--- src/rtl/brc_div_cell.sv ---
`timescale 1ns / 1ps

// One restoring step per cell: the partial remainder takes the next dividend
// bit, and the quotient bit shifts into the low end of the dividend register.
module brc_div_cell #(
  parameter int NUMW  = 17,
  parameter int VW    = 16,
  parameter int LANES = 1,
  parameter int PW    = 1
) (
  input  logic                  clk,
  input  logic                  rst,
  input  logic                  in_valid,
  input  logic [LANES*NUMW-1:0] in_a,
  input  logic [LANES*VW-1:0]   in_r,
  input  logic [VW-1:0]         in_d,
  input  logic [PW-1:0]         in_pay,
  output logic                  out_valid,
  output logic [LANES*NUMW-1:0] out_a,
  output logic [LANES*VW-1:0]   out_r,
  output logic [PW-1:0]         out_pay
);

  logic [LANES*NUMW-1:0] a_next;
  logic [LANES*VW-1:0]   r_next;

  for (genvar l = 0; l < LANES; l++) begin : g_lane
    logic [NUMW-1:0] a;
    logic [VW-1:0]   r;
    logic [VW:0]     t;
    logic [VW:0]     diff;
    logic            ge;

    assign a    = in_a[l*NUMW +: NUMW];
    assign r    = in_r[l*VW +: VW];
    assign t    = {r, a[NUMW-1]};
    assign diff = t - {1'b0, in_d};
    assign ge   = t >= {1'b0, in_d};
    assign a_next[l*NUMW +: NUMW] = {a[NUMW-2:0], ge};
    assign r_next[l*VW +: VW]     = ge ? diff[VW-1:0] : t[VW-1:0];
  end

  always_ff @(posedge clk) begin
    if (rst) begin
      out_valid <= 1'b0;
    end else begin
      out_valid <= in_valid;
    end
    out_a   <= a_next;
    out_r   <= r_next;
    out_pay <= in_pay;
  end

endmodule

--- config.mk ---
export PLATFORM = sky130hd
export DESIGN_NAME = brc_div_cell
export DESIGN_NICKNAME = d
export VERILOG_FILES = /design/src/rtl/brc_div_cell.sv
export SDC_FILE = /design/constraint.sdc
export NUM_CORES = 1
export LEC_CHECK = 0
export ABC_CLOCK_PERIOD_IN_PS = 3100
export BUFFER_PORTS_ARGS = -buffer_cell sky130_fd_sc_hd__buf_2
export CAP_MARGIN = 20
export CORE_ASPECT_RATIO = 0.75
export CORE_MARGIN = 3
export CORE_UTILIZATION = 30
export CTS_CLUSTER_SIZE = 20
export DETAILED_ROUTE_END_ITERATION = 8
export GPL_TIMING_DRIVEN = 0
export PLACE_DENSITY = 0.63
export SLEW_MARGIN = 40
export SYNTH_ARGS = -nofsm -noshare
export SYNTH_HDL_FRONTEND = slang
export SYNTH_SLANG_ARGS = --single-unit
export TNS_END_PERCENT = 100
--- constraint.sdc ---
create_clock -name clk -period 3.1 [get_ports clk]
set_clock_uncertainty 0.1 [all_clocks]
set_input_delay 0.31 -clock clk [delete_from_list [all_inputs] [get_ports clk]]
set_output_delay 0.31 -clock clk [all_outputs]
set_load 0.01 [all_outputs]
==> qor.yml <==
outcome:
  status: "completed"
yosys:
  yosysTopAreaCell: "dfxtp_1"
  netlist-cell-type-count: 45
  ys_warn_count: 0
  avgSynthCellArea_um2: 10.0
  yosys.area_share.adder_pct: 11.7
  synth_compound_area_share_pct: 20.8
  synth_nets: 258
  synthMuxAreaShare_pct: 7.51
  yosys_register_bits: 35
  synthSimpleGateAreaFrac_pct: 11.2
  synth_top_area_share_pct: 37.2
  synthCells: 188
  syn_area_um2: 1880
  synth-xor-area-share_pct: 4.19
  synth_edf_count: 0
  synth_top_family_by_area: "compound AO/OA/AOI/OAI gates"
  synthArstFlopShare_pct: 0
  ys_seq_area_share_pct: 37.2
  ys.flop_type: "dfxtp_1"
  synthTopCellsByArea: "dfxtp_1, ha_1, mux2_4"
final_layout:
  antenna_cells: 0
  mostFrequentLayoutCell: "buf_2"
  stdcell_count: 362
  layout_common_cells: "buf_2, dfxtp_1, inv_1, ha_1, nor2_1"
  layout-drive-gt1-share_pct: 39.8
  syn_to_final_growth_pct: 33.4
  nets: 353
  nFillCells: 627
clocking:
  cts_buffer_depth: 2
  cts-root-buf: "clkbuf_8"
  cts-buffers-inserted: 5
  cts_resized: 0
  htreeDepth: 2
  cts_setup_buffers: 0
  cts_tree: "done"
  clk_pin_slew_ns: 0.07
  postCtsHoldBufs: 0
  cts.sinks: 35
worst_setup_path:
  slowest_stage: "a221oi_4"
  crit_path_start_kind: "input port"
  crit_start: "in_r[7]"
  crit_arrival_ns: 2.81
  setup.worst_path.end_class: "flop"
  path_class: "in2reg"
  cp_data_required_time_ns: 3.18
  cp_max_fo: 10
  slowest_delay_ns: 0.44
  crit_family: "compound AO/OA/AOI/OAI gates"
  worstPathBufferInverterCount: 4
  cp_cell_sequence: "buf_2 -> ha_1 -> a21oi_2 -> o21ai_2 -> a221o_1 -> a221oi_4 -> and2_1 -> buf_6 -> inv_4 -> buf_12 -> mux2_4"
floorplan:
  start_util_pct: 31.7
  pin_count: 88
  core_area_um2: 5950
  dieHeight_um: 74.6
  num_rows: 24
  dieWidth_um: 97.5
  die_area_um2: 7270
grt:
  grt_max_degree: 12
  grt_pass1_vias: 1558
  grt_pass1_wl_mm: 7.70
  overflow: 0
  grt_usage_pct: 13.3
  antenna_found_initial: 0
drt:
  wl_per_cell_um: 13.4
  drc_errors: 0
  drtPass1Iterations: 5
  drt_iter0_drc: 107
  viasPerCell: 4.70
  vias: 1703
  ant_nets: 0
  postRouteWirelength_mm: 4.86
placement:
  portBuffers: 87
  dp_hpwl_mm: 3.88
  gp_congestion: 0.814
  placed_cells: 353
sta:
  post-route-period-util_pct: 88.2
  finalHoldWorstSlack_ns: 0.0219
  rsz0062_at_grt: "false"
  timing.setup.tns_ns: 0
  hold_viol_final: 0
  period_minus_slack_ns: 2.74
  setup_viol: 0
  clock.fmax_ghz: 0.366
  slew_violations: 0
  slew_headroom_pct: 60.1
  worstMarginPinSlew_ns: 0.598
pwr:
  cellLeakagePower_nw: 1.33
  power_density_nw_per_um2: 486
  vdd_ir_drop_max_mv: 0.173
worst_hold_path:
  min_from: "in_a[7]"
  hold_class: "in2reg"
job:
  drv_cap: 0
-- sequential cells by signal, indices dropped and copies added, names as in the netlist --
name / cells
out_valid: 1
out_pay: 1
out_r: 16
out_a: 17
-- routing by layer --
layer	wire, µm	vias up	track usage, %
met5	0	-	0
met4	45	0	3.69
met3	418	4	4.35
met2	2020	72	20.4
met1	2370	765	18.1
li1	-	862	-
-- synthesized netlist by cell type (3+ instances only) --
cell / number
nand2_1: 4
a211o_1: 3
a21boi_0: 3
and3_1: 3
o21ai_0: 9
dfxtp_1: 35
xor2_1: 4
mux2_4: 8
a211oi_1: 3
a21o_1: 5
xnor2_1: 5
nand3_1: 7
and2_1: 3
o31ai_1: 5
inv_1: 20
buf_6: 3
o21a_1: 6
ha_1: 16
nor2_1: 11
a21oi_1: 3
-- power breakdown --
part	total, mW	internal, mW	switching, mW
logic	0.376	0.189	0.188
clock network	0.328	0.157	0.171
registers	0.517	0.505	0.0114
-- cells by family after synthesis --
| family | after synthesis |
|---|---|
| buf+inv | 26 |
| flops | 35 |
| simple gates | 40 |
| mux | 10 |
| compound gates | 51 |
| fa+ha+maj | 17 |
| xor+xnor | 9 |
-- final timing paths --
kind,to,slack [ns],cells past startpoint
setup / recovery,out_r[12],0.36,11
hold / removal,out_a[8],0.02,1
-- final cells by class --
class	count	area [µm²]	share of cell area, %
multi-input cells	127	1040	41.6
flip-flops and latches	35	701	27.9
repair buffers	88	445	17.7
well taps	78	97.6	3.89
inverters	21	81.3	3.24
clock buffers	6	72.6	2.89
plain buffers	5	57.6	2.29
clock inverters	2	12.5	0.498
-- metrics by stage --
stage	power, mW	area (µm²)	utilization [%]	setup slack (ns)
after floorplan	0.772	1880	-	0.433
after global placement	0.898	2420	40.6	0.103
after detailed placement	0.902	2420	40.6	0.0936
after CTS	1.24	2500	42.1	0.393
after global routing	1.30	2510	42.2	0.228
final	1.22	2510	42.2	0.364
Power figures use the tool's default switching activity.
