--- src/rtl/brc_pkg.sv ---
`timescale 1ns / 1ps

package brc_pkg;

  localparam int MAX_ANGLES_DEF  = 64;
  localparam int ANGLE_FRAC_BITS = 12;
  localparam int CORDIC_STEPS    = 24;

  // Widths of the datapath: CORDIC coordinates, CORDIC angle (Q30),
  // wrapped angles (Q12), cost, and the to-index dividend.
  localparam int XW = 34;
  localparam int ZW = 36;
  localparam int AW = 19;
  localparam int CW = 15;
  localparam int DW = 17;

  localparam longint PI_Q30 = 64'sd3373259426;
  localparam longint PI_FIX = (PI_Q30 + (64'sd1 <<< (29 - ANGLE_FRAC_BITS)))
                              >>> (30 - ANGLE_FRAC_BITS);

  localparam logic [CW-1:0] COST_MAX = 15'h7FFF;

  localparam logic [1:0] MODE_CELL = 2'd0;
  localparam logic [1:0] MODE_DIST = 2'd1;

  localparam logic [2:0] REG_HEADING_MODE      = 3'd0;
  localparam logic [2:0] REG_HEADING_THRESHOLD = 3'd1;
  localparam logic [2:0] REG_ANGLE_COUNT       = 3'd2;
  localparam logic [2:0] REG_ANGLE_STEP        = 3'd3;
  localparam logic [2:0] REG_DISCRETE_RESULT   = 3'd4;
  localparam logic [2:0] REG_ROTATION_DEADBAND = 3'd5;

  // Truncated atan(2^-i) in Q30.
  function automatic logic signed [ZW-1:0] atan_q30(input int i);
    logic signed [ZW-1:0] v;
    case (i)
      0: v = 36'sd843314856;
      1: v = 36'sd497837829;
      2: v = 36'sd263043836;
      3: v = 36'sd133525158;
      4: v = 36'sd67021686;
      5: v = 36'sd33543515;
      6: v = 36'sd16775850;
      7: v = 36'sd8388437;
      8: v = 36'sd4194282;
      9: v = 36'sd2097149;
      10: v = 36'sd1048575;
      11: v = 36'sd524287;
      12: v = 36'sd262143;
      13: v = 36'sd131071;
      14: v = 36'sd65535;
      15: v = 36'sd32767;
      16: v = 36'sd16383;
      17: v = 36'sd8191;
      18: v = 36'sd4095;
      19: v = 36'sd2047;
      20: v = 36'sd1023;
      21: v = 36'sd511;
      22: v = 36'sd255;
      23: v = 36'sd127;
      default: v = '0;
    endcase
    return v;
  endfunction

endpackage

--- src/rtl/brc_cordic_cell.sv ---
`timescale 1ns / 1ps

module brc_cordic_cell #(
  parameter int SHIFT = 0,
  parameter int PW    = 1
) (
  input  logic                         clk,
  input  logic                         rst,
  input  logic                         in_valid,
  input  logic signed [brc_pkg::XW-1:0] in_x,
  input  logic signed [brc_pkg::XW-1:0] in_y,
  input  logic signed [brc_pkg::ZW-1:0] in_z,
  input  logic [PW-1:0]                in_pay,
  output logic                         out_valid,
  output logic signed [brc_pkg::XW-1:0] out_x,
  output logic signed [brc_pkg::XW-1:0] out_y,
  output logic signed [brc_pkg::ZW-1:0] out_z,
  output logic [PW-1:0]                out_pay
);
  import brc_pkg::*;

  logic signed [XW-1:0] xs;
  logic signed [XW-1:0] ys;

  assign xs = in_x >>> SHIFT;
  assign ys = in_y >>> SHIFT;

  always_ff @(posedge clk) begin
    if (rst) begin
      out_valid <= 1'b0;
    end else begin
      out_valid <= in_valid;
    end
    if (in_y > 0) begin
      out_x <= in_x + ys;
      out_y <= in_y - xs;
      out_z <= in_z + atan_q30(SHIFT);
    end else begin
      out_x <= in_x - ys;
      out_y <= in_y + xs;
      out_z <= in_z - atan_q30(SHIFT);
    end
    out_pay <= in_pay;
  end

endmodule

--- config.mk ---
export PLATFORM = sky130hd
export DESIGN_NAME = brc_cordic_cell
export DESIGN_NICKNAME = d
export VERILOG_FILES = /design/src/rtl/brc_pkg.sv /design/src/rtl/brc_cordic_cell.sv
export SDC_FILE = /design/constraint.sdc
export NUM_CORES = 1
export LEC_CHECK = 0
export ABC_AREA = 1
export BUFFER_PORTS_ARGS = -buffer_cell sky130_fd_sc_hd__clkbuf_2
export CORE_UTILIZATION = 33
export DETAILED_ROUTE_END_ITERATION = 10
export PLACE_DENSITY_LB_ADDON = 0.05
export SYNTH_ARGS = -nofsm -noshare
export SYNTH_HDL_FRONTEND = slang
export SYNTH_SLANG_ARGS = --single-unit
export TNS_END_PERCENT = 20
--- constraint.sdc ---
create_clock -name clk -period 3.25 [get_ports clk]
set_clock_uncertainty 0.1 [all_clocks]
set_input_delay 0.325 -clock clk [delete_from_list [all_inputs] [get_ports clk]]
set_output_delay 0.325 -clock clk [all_outputs]
set_load 0.05 [all_outputs]
==> results of run 1 <==
==> power by group <==
part | total [uW] | switching, uW | internal (uW)
clock network | 1220 | 605 | 614
registers | 1610 | 75.4 | 1530
logic | 3320 | 2370 | 948
total | 6150 | 3050 | 3090
==> state kept, by name, summed over array words and instances (netlist names) <==
signal,flops
out_y,34
out_valid,1
out_z,36
out_x,33
out_pay,1
==> kinds of logic after synthesis <==
logic type | synth area share [%]
and+or+nand+nor | 35.7
AOI/OAI and AO/OA | 15.2
adders and majority gates | 14.8
xor gates and xnor gates | 4.30
buffers and inverters | 11.9
DFF | 18.1
==> layout by cell type (no fill, tap or decap), types with 24 or more instances in the layout <==
master	instances
nand2_1	543
inv_1	267
clkbuf_2	213
nand3_1	166
a21oi_1	148
nor2_1	146
buf_4	141
ha_1	131
dfxtp_1	105
o21ai_0	84
xor2_1	51
o21ai_1	26
nand4_1	24
==> critical path: stages <==
cell and delay (ps):
clkbuf_2 90, inv_1 210, nand3_1 180, nor3_1 220, buf_4 140, nand4_1 110
buf_4 180, nand2_4 60, inv_2 120, ha_1 350, a21oi_1 220, o21ai_0 160
buf_4 160, nand2_1 100, nand2_1 70, a211oi_1 300, nand2_1 80, nand2_1 70
nand2_1 40
==> per-stage QoR <==
step | area (um2) | utilization, % | TNS [ps] | hold WS, ps
floorplan | 11600 | - | 0 | 253
global placement | 14000 | 40.5 | -130 | 328
detailed placement | 14000 | 40.5 | -831 | 330
CTS | 14400 | 41.5 | 0 | 25.7
global route | 14400 | 41.5 | 0 | 59.6
finish | 14400 | 41.5 | 0 | 43.1
==> routing by layer <==
| layer | up-vias | GRT usage [%] |
|---|---|---|
| met2 | 305 | 42.9 |
| met5 | - | 0 |
| met4 | 0 | 10.3 |
| li1 | 6758 | - |
| met1 | 5924 | 33.9 |
| met3 | 60 | 2.29 |
==> final timing paths <==
kind                  from         to  slack, ps
setup / recovery  in_y[32]  out_z[30]        240
hold / removal    in_valid  out_valid         40
==> what timing repair did <==
action	4_1_cts	5_1_grt
setup buffers	0	0
hold buffers	5	0
endpoints found under the hold margin	5	0
setup endpoints to repair	0	0
==> final cells by class <==
class | instances | area [um2]
Tap cell | 455 | 569
Clock buffer | 9 | 225
Sequential cell | 105 | 2100
Clock inverter | 6 | 78.8
Multi-Input combinational cell | 1471 | 8140
Inverter | 287 | 1080
Fill cell | 3882 | 20300
Timing Repair Buffer | 359 | 2170
==> Yosys cell counts, types with 7 or more instances <==
master,n
nand2_1,543
inv_1,267
nand3_1,166
nand4_1,24
a21oi_2,7
nor3_1,18
a21oi_1,148
nor3_2,9
o21bai_1,23
inv_2,17
ha_1,131
xor2_1,51
nand2_2,15
o21ai_1,26
nor2_1,146
buf_4,20
nor2_2,14
buf_2,17
o21ai_0,84
dfxtp_1,105
==> impl_metrics.yaml, run 1 <==
run_status:
  outcome: "complete, no violations"
global_routing:
  grt_pass1_wl_um: 70800
  grt_pass1_vias: 13000
  antenna_found_initial: 0
  grt_overflow: 0
  grt_max_degree: 69
  grt.total_usage_pct: 25.7
route:
  met2WireLength_um: 20500
  wl_met1_um: 22100
  antenna_left: 0
  wl_per_cell_um: 17.0
  drc: 0
  met3_length_um: 1580
  routed.top_layer: "met4"
  num_vias: 13000
  wl_um: 45800
  vias_per_cell: 4.85
  drt_iter0_markers: 702
  first_pass_iters: 6
yosys:
  netlist_area_um2: 11600
  seq_area_frac_synth_pct: 18.1
  synth_area_leaders: "dfxtp_1 18%, nand2_1 18%, ha_1 14%"
  synth.avg_cell_area_um2: 6.09
  synth_top_area_cell: "dfxtp_1"
  ys.flop_type: "dfxtp_1"
  synth_nets: 2150
  synth_edf_count: 0
  syn_inst: 1907
  synthDistinctLibCells: 47
  yosysTopAreaCellShare_pct: 18.1
  synth_warnings: 0
  ys_seq_elements: 105
  async_flop_share_pct: 0
timing:
  tightestPinTransition_ps: 802
  min_period_ps: 3010
  setup_viol: 0
  hold_viol: 0
  maxSlewViolCount: 0
  fmax_mhz: 332
  max_slew_margin_pct: 46.5
  worst_slack_ps: 238
  rsz0062_at_grt: "no"
  final.period_utilization_pct: 92.7
worst_setup_path:
  crit_fanout: 13
  required_ps: 3430
  critical_path_class: "input port to flop"
  start_kind: "input port"
  worstSetupEndpointType: "flop"
  crit_arrival_ps: 3190
cts:
  htree_levels: 3
  clock_path_buffers: 2
  cts_tree: "built"
  ctsRootBufferMaster: "clkbuf_16"
  cts_buffers: 9
  cts_resized: 0
  path_clk_slew_ps: 80
  cts.sinks: 105
floorplan:
  die_w_um: 190
  ioPinCount: 214
  row_count: 68
  coreArea_um2: 34600
  die-area_um2: 36000
  initial_core_util_pct: 33.6
  die_y_um: 190
pwr:
  peakVddDrop_mv: 0.319
  total_power_uw: 6150
  p_leak_uw: 0.00780
  p_per_area_nw_per_um2: 428
layout:
  final_cells: 2692
  drive_gt1_share_pct: 20.3
  finalNetCount: 2476
  n_antenna_cell: 0
  area_growth_pct: 23.7
worst_hold_path:
  hold_class: "input port to flop"
  holdPathStages: 3
placement:
  dp_slack_ps: -149
  portBuffers: 213
  place_hpwl_um: 39500
  numPlacedInstances: 2672
  gp_congestion: 0.917
flow_run:
  cap_violations: 0
(Power assumes the default switching activity.)
==> inputs of run 2 (changes only) <==
CORE_ASPECT_RATIO = 2   (was unset)
==> impl_metrics.yaml, run 2 (same netlist as run 1, synthesis figures left out) <==
global_routing:
  grt_pass1_vias: 13900
  antenna_found_initial: 0
  grt_max_degree: 40
  grt.total_usage_pct: 29.9
  grt_overflow: 0
  grt_pass1_wl_um: 78000
floorplan:
  initial_core_util_pct: 33.7
  ioPinCount: 214
  row_count: 96
  die_y_um: 267
  die-area_um2: 36000
  die_w_um: 135
  coreArea_um2: 34500
cts:
  cts_buffers: 9
  cts.sinks: 105
  path_clk_slew_ps: 80
  ctsRootBufferMaster: "clkbuf_16"
  htree_levels: 3
  clock_path_buffers: 2
  cts_tree: "built"
worst_setup_path:
  crit_arrival_ps: 3190
  critPathLaunch: "in_y[6]"
  crit_end: "out_z[32]"
  crit_fanout: 8
  required_ps: 3430
  worstSetupEndpointType: "flop"
  path_common_cell: "nand2_1"
  slowest_delay_ps: 290
  worstPathCellList: "clkbuf_2 -> inv_1 -> nand4_1 -> nor3_1 -> buf_4 -> nand4_1 -> nand2_4 -> buf_4 -> ha_1 -> buf_4 -> nand2_1 -> o21bai_1 -> a21oi_1 -> o21ai_0 -> nor2_1 -> nand2_1 -> nand2_1 -> nand2_1"
  cp_slowest_cell: "ha_1"
  start_kind: "input port"
  critical_path_class: "input port to flop"
layout:
  n_antenna_cell: 0
  finalNetCount: 2473
  fin_util_pct: 41.6
  final_cell_mix: "543 x nand2_1, 267 x inv_1, 213 x clkbuf_2"
  layout_commonest_cell: "nand2_1"
  regMostFlops: "out_z"
  reg_top3: "out_z: 36 flops, out_y: 34 flops, out_x: 33 flops"
  final_cells: 2676
  drive_gt1_share_pct: 20.2
  largest_register_ffs: 36
  area_growth_pct: 23.4
  fill_cells: 3843
timing:
  maxSlewViolCount: 0
  finalSetupTns_ps: 0
  hold_viol: 0
  final.period_utilization_pct: 92.5
  rsz0062_at_grt: "no"
  fmax_mhz: 333
  max_slew_margin_pct: 60.7
  tightestPinTransition_ps: 589
  finalHoldWorstSlack_ps: 31.3
  setup_viol: 0
  min_period_ps: 3010
route:
  wl_per_cell_um: 19.9
  wl_um: 53300
  first_pass_iters: 5
  vias_per_cell: 5.02
  num_vias: 13400
  drt_iter0_markers: 486
  drc: 0
  antenna_left: 0
pwr:
  p_per_area_nw_per_um2: 432
  peakVddDrop_mv: 0.302
  p_leak_uw: 0.00777
  total_power_uw: 6190
flow_run:
  cap_violations: 0
run_status:
  outcome: "complete, no violations"
placement:
  portBuffers: 213
  numPlacedInstances: 2655
  place_hpwl_um: 46900
  gp_congestion: 1.07
worst_hold_path:
  holdPathStages: 3
  hold_class: "input port to flop"
[run 2: final cells by class]
class	instances	area [um2]	area share [%]
multi-input combinational	1471	8150	56.8
timing repair buffer	356	2160	15.1
sequential	105	2100	14.7
inverter	287	1080	7.54
tap	441	552	3.85
clock buffer	10	229	1.60
clock inverter	6	62.6	0.436
[run 2: timing repair]
action / CTS / global route
hold endpoints to repair: 5 / 0
gates resized for setup: 0 / 1
hold buffers: 5 / 0
endpoints found under the setup margin: 0 / 8
setup buffers: 0 / 0
[run 2: per-stage QoR]
| stage | area, um2 | setup WS (ps) |
|---|---|---|
| global route | 14300 | 17.3 |
| finish | 14300 | 243 |
| floorplan | 11600 | 464 |
| CTS | 14300 | 229 |
| global placement | 14000 | -165 |
| detailed placement | 14000 | -168 |
[run 2: critical path: cells and delay by family]
kind,cells,cell delay (ps)
and+or+nand+nor,9,1240
AOI/OAI and AO/OA,3,580
buffers and inverters,5,750
adders and majority gates,1,290
[run 2: worst min-delay path by stage]
stage,end,startpoint,slack (ps)
floorplan,out_pay,in_pay,250
global placement,out_z[1],in_z[1],330
detailed placement,out_z[0],in_z[0],330
CTS,out_valid,in_valid,10
global route,out_z[3],in_z[3],40
finish,out_valid,in_valid,30
[run 2: power breakdown]
part	switching [uW]	total (uW)	internal [uW]	leakage [uW]
Clock	609	1150	542	0.000136
Sequential	72.2	1600	1530	0.000886
Combinational	2470	3430	968	0.00675
Total	3150	6190	3040	0.00777
[run 2: per-layer routing]
| metal | track usage [%] | up-vias | share of wire (%) |
|---|---|---|---|
| met2 | 60.3 | 449 | 56 |
| met5 | 0 | - | 0 |
| met4 | 26.8 | 0 | 9.9 |
| met1 | 24.6 | 6045 | 31 |
| li1 | - | 6755 | - |
| met3 | 3.05 | 189 | 3.6 |
